$ cat config.mk
export PLATFORM = sky130hd
export DESIGN_NAME = csx_ctrl
export DESIGN_NICKNAME = d
export VERILOG_FILES = /design/src/sv/csx_pkg.sv /design/src/sv/csx_ctrl.sv
export SDC_FILE = /design/constraint.sdc
export NUM_CORES = 1
export LEC_CHECK = 0
export ABC_AREA = 1
export ABC_CLOCK_PERIOD_IN_PS = 1800
export BUFFER_PORTS_ARGS = -buffer_cell sky130_fd_sc_hd__buf_4
export CORE_MARGIN = 1.5
export CORE_UTILIZATION = 40
export DETAILED_ROUTE_END_ITERATION = 16
export RECOVER_POWER = 50
export SKIP_CTS_REPAIR_TIMING = 1
export SLEW_MARGIN = 20
export SYNTH_ARGS = -nofsm -noshare
export SYNTH_HDL_FRONTEND = slang
export SYNTH_SLANG_ARGS = --single-unit
$ cat constraint.sdc
create_clock -name clk -period 1.8 [get_ports clk]
set_input_delay 0.27 -clock clk [delete_from_list [all_inputs] [get_ports clk]]
set_output_delay 0.27 -clock clk [all_outputs]
set_load 0.05 [all_outputs]
$ cat src/sv/csx_pkg.sv
// ----------------------------------------------------------------------------
// csx_pkg
// Shared types and constants for the chunk-seeded xoshiro256++ stream core.
// ----------------------------------------------------------------------------
package csx_pkg;

  localparam logic [63:0] KEY_LOW_RST  = 64'h243f6a8885a308d3;
  localparam logic [63:0] KEY_HIGH_RST = 64'h13198a2e03707344;
  localparam logic [63:0] PH_M0 = 64'hD2E7470EE14C6C93;
  localparam logic [63:0] PH_M1 = 64'hCA5A826395121157;
  localparam logic [63:0] PH_W0 = 64'h9E3779B97F4A7C15;
  localparam logic [63:0] PH_W1 = 64'hBB67AE8584CAA73B;

  localparam logic CFG_KEY_LOW  = 1'b0;
  localparam logic CFG_KEY_HIGH = 1'b1;

  // Datapath operation codes
  typedef enum logic [2:0] {
    OP_NONE,     // hold
    OP_SEED_NEW, // load counter with chunk, reset key schedule
    OP_MUL,      // capture partial products for one Philox round
    OP_ROUND,    // finish one Philox round
    OP_LOAD,     // move Philox result into generator state
    OP_STEP      // emit a word and advance the generator
  } csx_op_t;

  typedef struct packed {
    csx_op_t     op;
    logic        use_start; // seed from start_chunk instead of current+1/current
    logic        first;     // first round: key not yet bumped
  } csx_cmd_t;

  typedef struct packed {
    logic last; // word position at end of chunk
  } csx_sts_t;

endpackage

$ cat src/sv/csx_ctrl.sv
// ----------------------------------------------------------------------------
// csx_ctrl
// Sequencer: reset seeding, restart seeding, word steps, chunk reseeding.
// ----------------------------------------------------------------------------
module csx_ctrl
  import csx_pkg::*;
#(
  parameter int PHILOX_ROUNDS = 10
) (
  input  logic     clk,
  input  logic     rst_n,
  input  logic     in_valid,
  input  logic     in_restart,
  output logic     in_ready,
  output logic     out_valid,
  input  logic     out_ready,
  input  csx_sts_t sts,
  output csx_cmd_t cmd
);

  localparam int RW = $clog2(PHILOX_ROUNDS + 1);

  typedef enum logic [2:0] {
    S_SEED, S_MUL, S_ROUND, S_LOAD, S_RUN, S_STEP, S_HOLD
  } state_t;

  state_t        state_r;
  logic [RW-1:0] rnd_r;
  logic          fresh_r;   // restart taken, step follows seeding
  logic          use_st_r;
  logic          out_v_r;
  logic          take;
  logic          can_step;

  assign can_step  = !out_v_r || out_ready;
  assign in_ready  = (state_r == S_RUN) && can_step;
  assign take      = in_valid && in_ready;
  assign out_valid = out_v_r;

  always_comb begin
    cmd = '{op: OP_NONE, use_start: use_st_r, first: (rnd_r == '0)};
    unique case (state_r)
      S_SEED:  cmd.op = OP_SEED_NEW;
      S_MUL:   cmd.op = OP_MUL;
      S_ROUND: cmd.op = OP_ROUND;
      S_LOAD:  cmd.op = OP_LOAD;
      S_RUN: begin
        if (take && !in_restart) cmd.op = OP_STEP;
        if (take && in_restart) begin
          cmd.op = OP_SEED_NEW;
          cmd.use_start = 1'b1;
        end
      end
      S_STEP:  cmd.op = can_step ? OP_STEP : OP_NONE;
      default: cmd.op = OP_NONE;
    endcase
  end

  always_ff @(posedge clk) begin
    if (!rst_n) begin
      state_r  <= S_SEED;
      rnd_r    <= '0;
      fresh_r  <= 1'b0;
      use_st_r <= 1'b0;
      out_v_r  <= 1'b0;
    end else begin
      // a step refills the result register in the same cycle it drains
      if (out_v_r && out_ready && (cmd.op != OP_STEP)) out_v_r <= 1'b0;
      unique case (state_r)
        S_SEED: begin
          use_st_r <= 1'b0;
          rnd_r    <= '0;
          state_r  <= S_MUL;
        end
        S_MUL: state_r <= S_ROUND;
        S_ROUND: begin
          rnd_r   <= rnd_r + RW'(1);
          state_r <= (rnd_r == RW'(PHILOX_ROUNDS - 1)) ? S_LOAD : S_MUL;
        end
        S_LOAD: begin
          state_r <= fresh_r ? S_STEP : S_RUN;
          fresh_r <= 1'b0;
        end
        S_RUN: begin
          if (take) begin
            if (in_restart) begin
              fresh_r <= 1'b1;
              rnd_r   <= '0;
              state_r <= S_MUL;
            end else begin
              out_v_r <= 1'b1;
              if (sts.last) state_r <= S_SEED;
            end
          end
        end
        S_STEP: begin
          if (can_step) begin
            out_v_r <= 1'b1;
            state_r <= sts.last ? S_SEED : S_RUN;
          end
        end
        default: state_r <= S_SEED;
      endcase
    end
  end

endmodule

## Yosys cells after proc, flatten, opt, wreduce, memory -nomap -nowiden

Cells that the tools add are included.
Widths: inputs -> output; s select.

- Add/sub/neg operators: 1
- Equality and inequality tests: 11
- Muxes and demuxes: 24
- Reduce and logical (&&, ||, !) cells: 16

Operator list:

| cell | count |
|---|---|
| $pmux 3 s6 | 2 |
| $mux 3 | 7 |
| $mux 4 | 3 |
| $pmux 4 s3 | 1 |
| $reduce_and 3->1 | 3 |
| $mux 1 | 8 |
| $eq 3x2->1 const B | 2 |
| $eq 3x3->1 const B | 2 |
| $logic_and 1x1->1 | 6 |
| $ne 2x2->1 const B | 3 |
| $ne 3x3->1 const B | 2 |
| $add 4x1->4 const B | 1 |
| $eq 4x4->1 const B | 1 |
| $logic_not 4->1 | 1 |
| $pmux 1 s2 | 2 |
| $eq 3x1->1 const B | 1 |
| $logic_not 3->1 | 1 |
| $reduce_bool 3->1 | 1 |
| $logic_not 1->1 | 2 |
| $mux 2 | 1 |
| $reduce_bool 2->1 | 1 |
| $logic_or 1x1->1 | 1 |

- Bits in registers: 9
- Word-level logic and storage cells: 56

## Logic depth before layout (Yosys ltp)

- Depth after elaboration: 14
- Depth in mapped cells: 8

## Worst setup path before layout

OpenSTA, ideal clock, no wires.

- Path kind: register to output
- From: reg out_v_r (netlist: out_valid)
- To: out cmd[4] (netlist bit)
- Arrival: 1.710 ns
- Required time: 1.530 ns
- Path slack: -0.180 ns
- Cell stages (with the launch flop): 8
- Path through: dfxtp_1 -> clkinv_1 -> nor2_2 -> nor2_4 -> nand2_2 -> inv_2 -> nand2_2 -> nand3_1

RTL lines:

| item | line | text |
|---|---|---|
| from (decl) | csx_ctrl.sv:31 | `logic out_v_r;` |
| from (signal assigned) | csx_ctrl.sv:65 | `out_v_r <= 1'b0;` |
| from (signal assigned) | csx_ctrl.sv:68 | `if (out_v_r && out_ready && (cmd.op != OP_STEP)) out_v_r <= 1'b0;` |
| from (signal assigned) | csx_ctrl.sv:91 | `out_v_r <= 1'b1;` |
| to (decl) | csx_ctrl.sv:18 | `output csx_cmd_t cmd` |

==> flow_metrics.env <==
export IMPL_outcome="finished, final reports clean"
export IMPL_grt_max_degree=10
export IMPL_die_area_um2=1780
export IMPL_die_w_um=42.2
export IMPL_via_per_inst=4.91
export IMPL_std_cell_rows=13
export IMPL_hp_start="rst_n"
export IMPL_grt_pass1_wl_um=1970
export IMPL_cts_tree="yes"
export IMPL_dpl_hpwl_um=942
export IMPL_synth_edff_count=0
export IMPL_die_h_um=42.2
export IMPL_fillers=150
export IMPL_post_drt_wl_per_cell_um=10.0
export IMPL_clk_path_buf_depth=2
export IMPL_ant_nets=0
export IMPL_p_per_area_nw_per_um2=671
export IMPL_clock_sinks=9
export IMPL_clockRootBuffer="clkbuf_4"
export IMPL_worstSetupPathType="flop to primary output"
export IMPL_grt_use_total_pct=14.3
export IMPL_maxCapViolCount=0
export IMPL_antenna_found_initial=0
export IMPL_final_util_pct=54.8
export IMPL_worstPathMaxFanout=5
export IMPL_tightest_slew_ns=0.589
export IMPL_ys_top_cells_by_area="dfxtp_1, inv_1, nand2_1, nand3_1, ha_1"
export IMPL_min_to="state_r[0]"
export IMPL_cts_buffers=3
export IMPL_synth_seq_cells=9
export IMPL_syn_inst=89
export IMPL_fin_area_um2=748
export IMPL_worst_setup_path_end_kind="primary output"
export IMPL_drt_iter0_markers=6
export IMPL_initial_core_util_pct=45.1
export IMPL_h_tree_depth=1
export IMPL_leakage_nw=0.348
export IMPL_core_area_um2=1370
export IMPL_yosysTopAreaCell="dfxtp_1"
export IMPL_ff2ff_path_depth=7
export IMPL_placed_cell_area_um2=717
export IMPL_synth_cell_type_count=24
export IMPL_slew_headroom_pct=60.9
export IMPL_netlist_top_cells_count="inv_1, nand2_1, dfxtp_1, nand3_1, nor2_1"
export IMPL_synth_warnings=0
export IMPL_syn_avg_cell_area_um2=6.92
export IMPL_cp_required_ns=1.53
export IMPL_synth_nets=98
export IMPL_drtPass1Iterations=4
export IMPL_r2r_end="state_r[0]"
export IMPL_crit_arrival_ns=1.38
export IMPL_worst_slack_ns=0.149
export IMPL_nNetsFinal=114
export IMPL_grt_pass1_vias=472
export IMPL_yosysSeqAreaShare_pct=29.3
export IMPL_synth_top_area_share_pct=29.3
export IMPL_r2r_slack_ns=0.54
export IMPL_skew_ns=0.000576
export IMPL_cts_clk_slew_worst_paths_ns=0.06
export IMPL_syn2layout_area_growth_pct=21.5
export IMPL_drc=0
export IMPL_dp_slack_ns=0.322
export IMPL_finalSetupTns_ns=0
export IMPL_gr_total_overflow=0
export IMPL_period_minus_slack_ns=1.65
export IMPL_port_buffers=12
export IMPL_vias=584
export IMPL_setup_viol=0
export IMPL_fin_crit_sh_pct=91.7
export IMPL_finalNonFillerCells=119
export IMPL_drive_above_1_share_pct=31.7
export IMPL_routed_wl_um=1190
export IMPL_ys_async_sr_fraction_pct=0
export IMPL_rsz0062_at_grt="false"
export IMPL_timing_fmax_ghz=0.606
export IMPL_final_hold_violation_count=0
export IMPL_synthesis_area_um2=616
export IMPL_io_pins=13
export IMPL_gp_congestion=0.800
export IMPL_hold_ws_ns=0.280
export IMPL_power_mw=0.502
export IMPL_holdPathStages=3
export IMPL_hp_class="input pin to flop"
export IMPL_r2r_start="state_r[1]"
export IMPL_ys_flop_type="dfxtp_1"
export IMPL_maxSlewViolCount=0
export IMPL_n_antenna_cell=0
export IMPL_ir_worst_vdd_mv=0.351
export IMPL_startpoint_type="flop"
export IMPL_place_inst=114
export IMPL_worstSkewPairLatency_ns=0.25
placed cells by master (no fill, tap or decap):
master / instances
buf_4: 12
a21oi_2: 2
nor3b_2: 1
clkbuf_1: 2
a21oi_1: 5
nand2_1: 13
ha_1: 3
dfxtp_1: 6
nor2_2: 1
nor2_4: 2
inv_1: 13
a31oi_1: 1
or2_1: 1
xor2_1: 1
dfxtp_2: 3
nand4_1: 3
nand2_2: 5
o21ai_0: 4
nor3_4: 1
nor3_1: 1
clkinv_1: 2
nor2_1: 9
clkbuf_4: 3
nand3_1: 7
nand3_2: 1
inv_2: 2
cell families (layout without fill, tap and decap cells):
logic type	Yosys count	after routing	synth area share, %
AND/OR/NAND/NOR	45	45	38.0
buffers and inverters	19	34	13.4
AO/OA/AOI/OAI	12	12	11.8
flip-flops	9	9	29.3
adder cells (fa/ha/maj)	3	3	6.10
XOR/XNOR	1	1	1.42
worst max-delay path: stages (launching register included):
cell	delay, ns
dfxtp_1	0.37
inv_2	0.12
nand3_1	0.12
nor2_1	0.12
clkinv_1	0.09
nand4_1	0.10
buf_4	0.20
how the worst max path moves through the flow:
stage | endpoint | start | cells after the start
floorplan | cmd[2] | out_valid | 5
global placement | cmd[4] | state_r[0] | 8
detailed placement | cmd[2] | state_r[2] | 5
CTS | cmd[2] | state_r[0] | 5
global route | cmd[4] | state_r[0] | 8
finish | cmd[2] | state_r[1] | 6
cell type report:
class                           count  area [um^2]  share of cell area (%)
Sequential cell                     9          184                    24.6
Multi-Input combinational cell     61          362                    48.3
Timing Repair Buffer               13         93.8                    12.5
Inverter                           17         63.8                    8.53
Clock buffer                        4         26.3                    3.51
Tap cell                           15         18.8                    2.51
routing by layer:
layer	vias up	wire, um	global-route usage, %	part of all wire [%]
li1	316	-	-	-
met2	17	521	21.8	44
met5	-	0	0	0
met4	0	10	5.63	0.84
met3	2	74	5.17	6.2
met1	249	587	18.2	49
state kept, by name, summed over array words and instances, names as in the netlist:
| name | cells |
|---|---|
| fresh_r | 1 |
| out_valid | 1 |
| rnd_r | 4 |
| state_r | 3 |
where the power goes:
part	switching (mW)	leakage, nW	internal (mW)
sequential	0.0144	0.0743	0.207
combinational	0.0835	0.259	0.0449
clock	0.0671	0.0150	0.0852
Note: power is estimated with default switching activity, not from simulation.
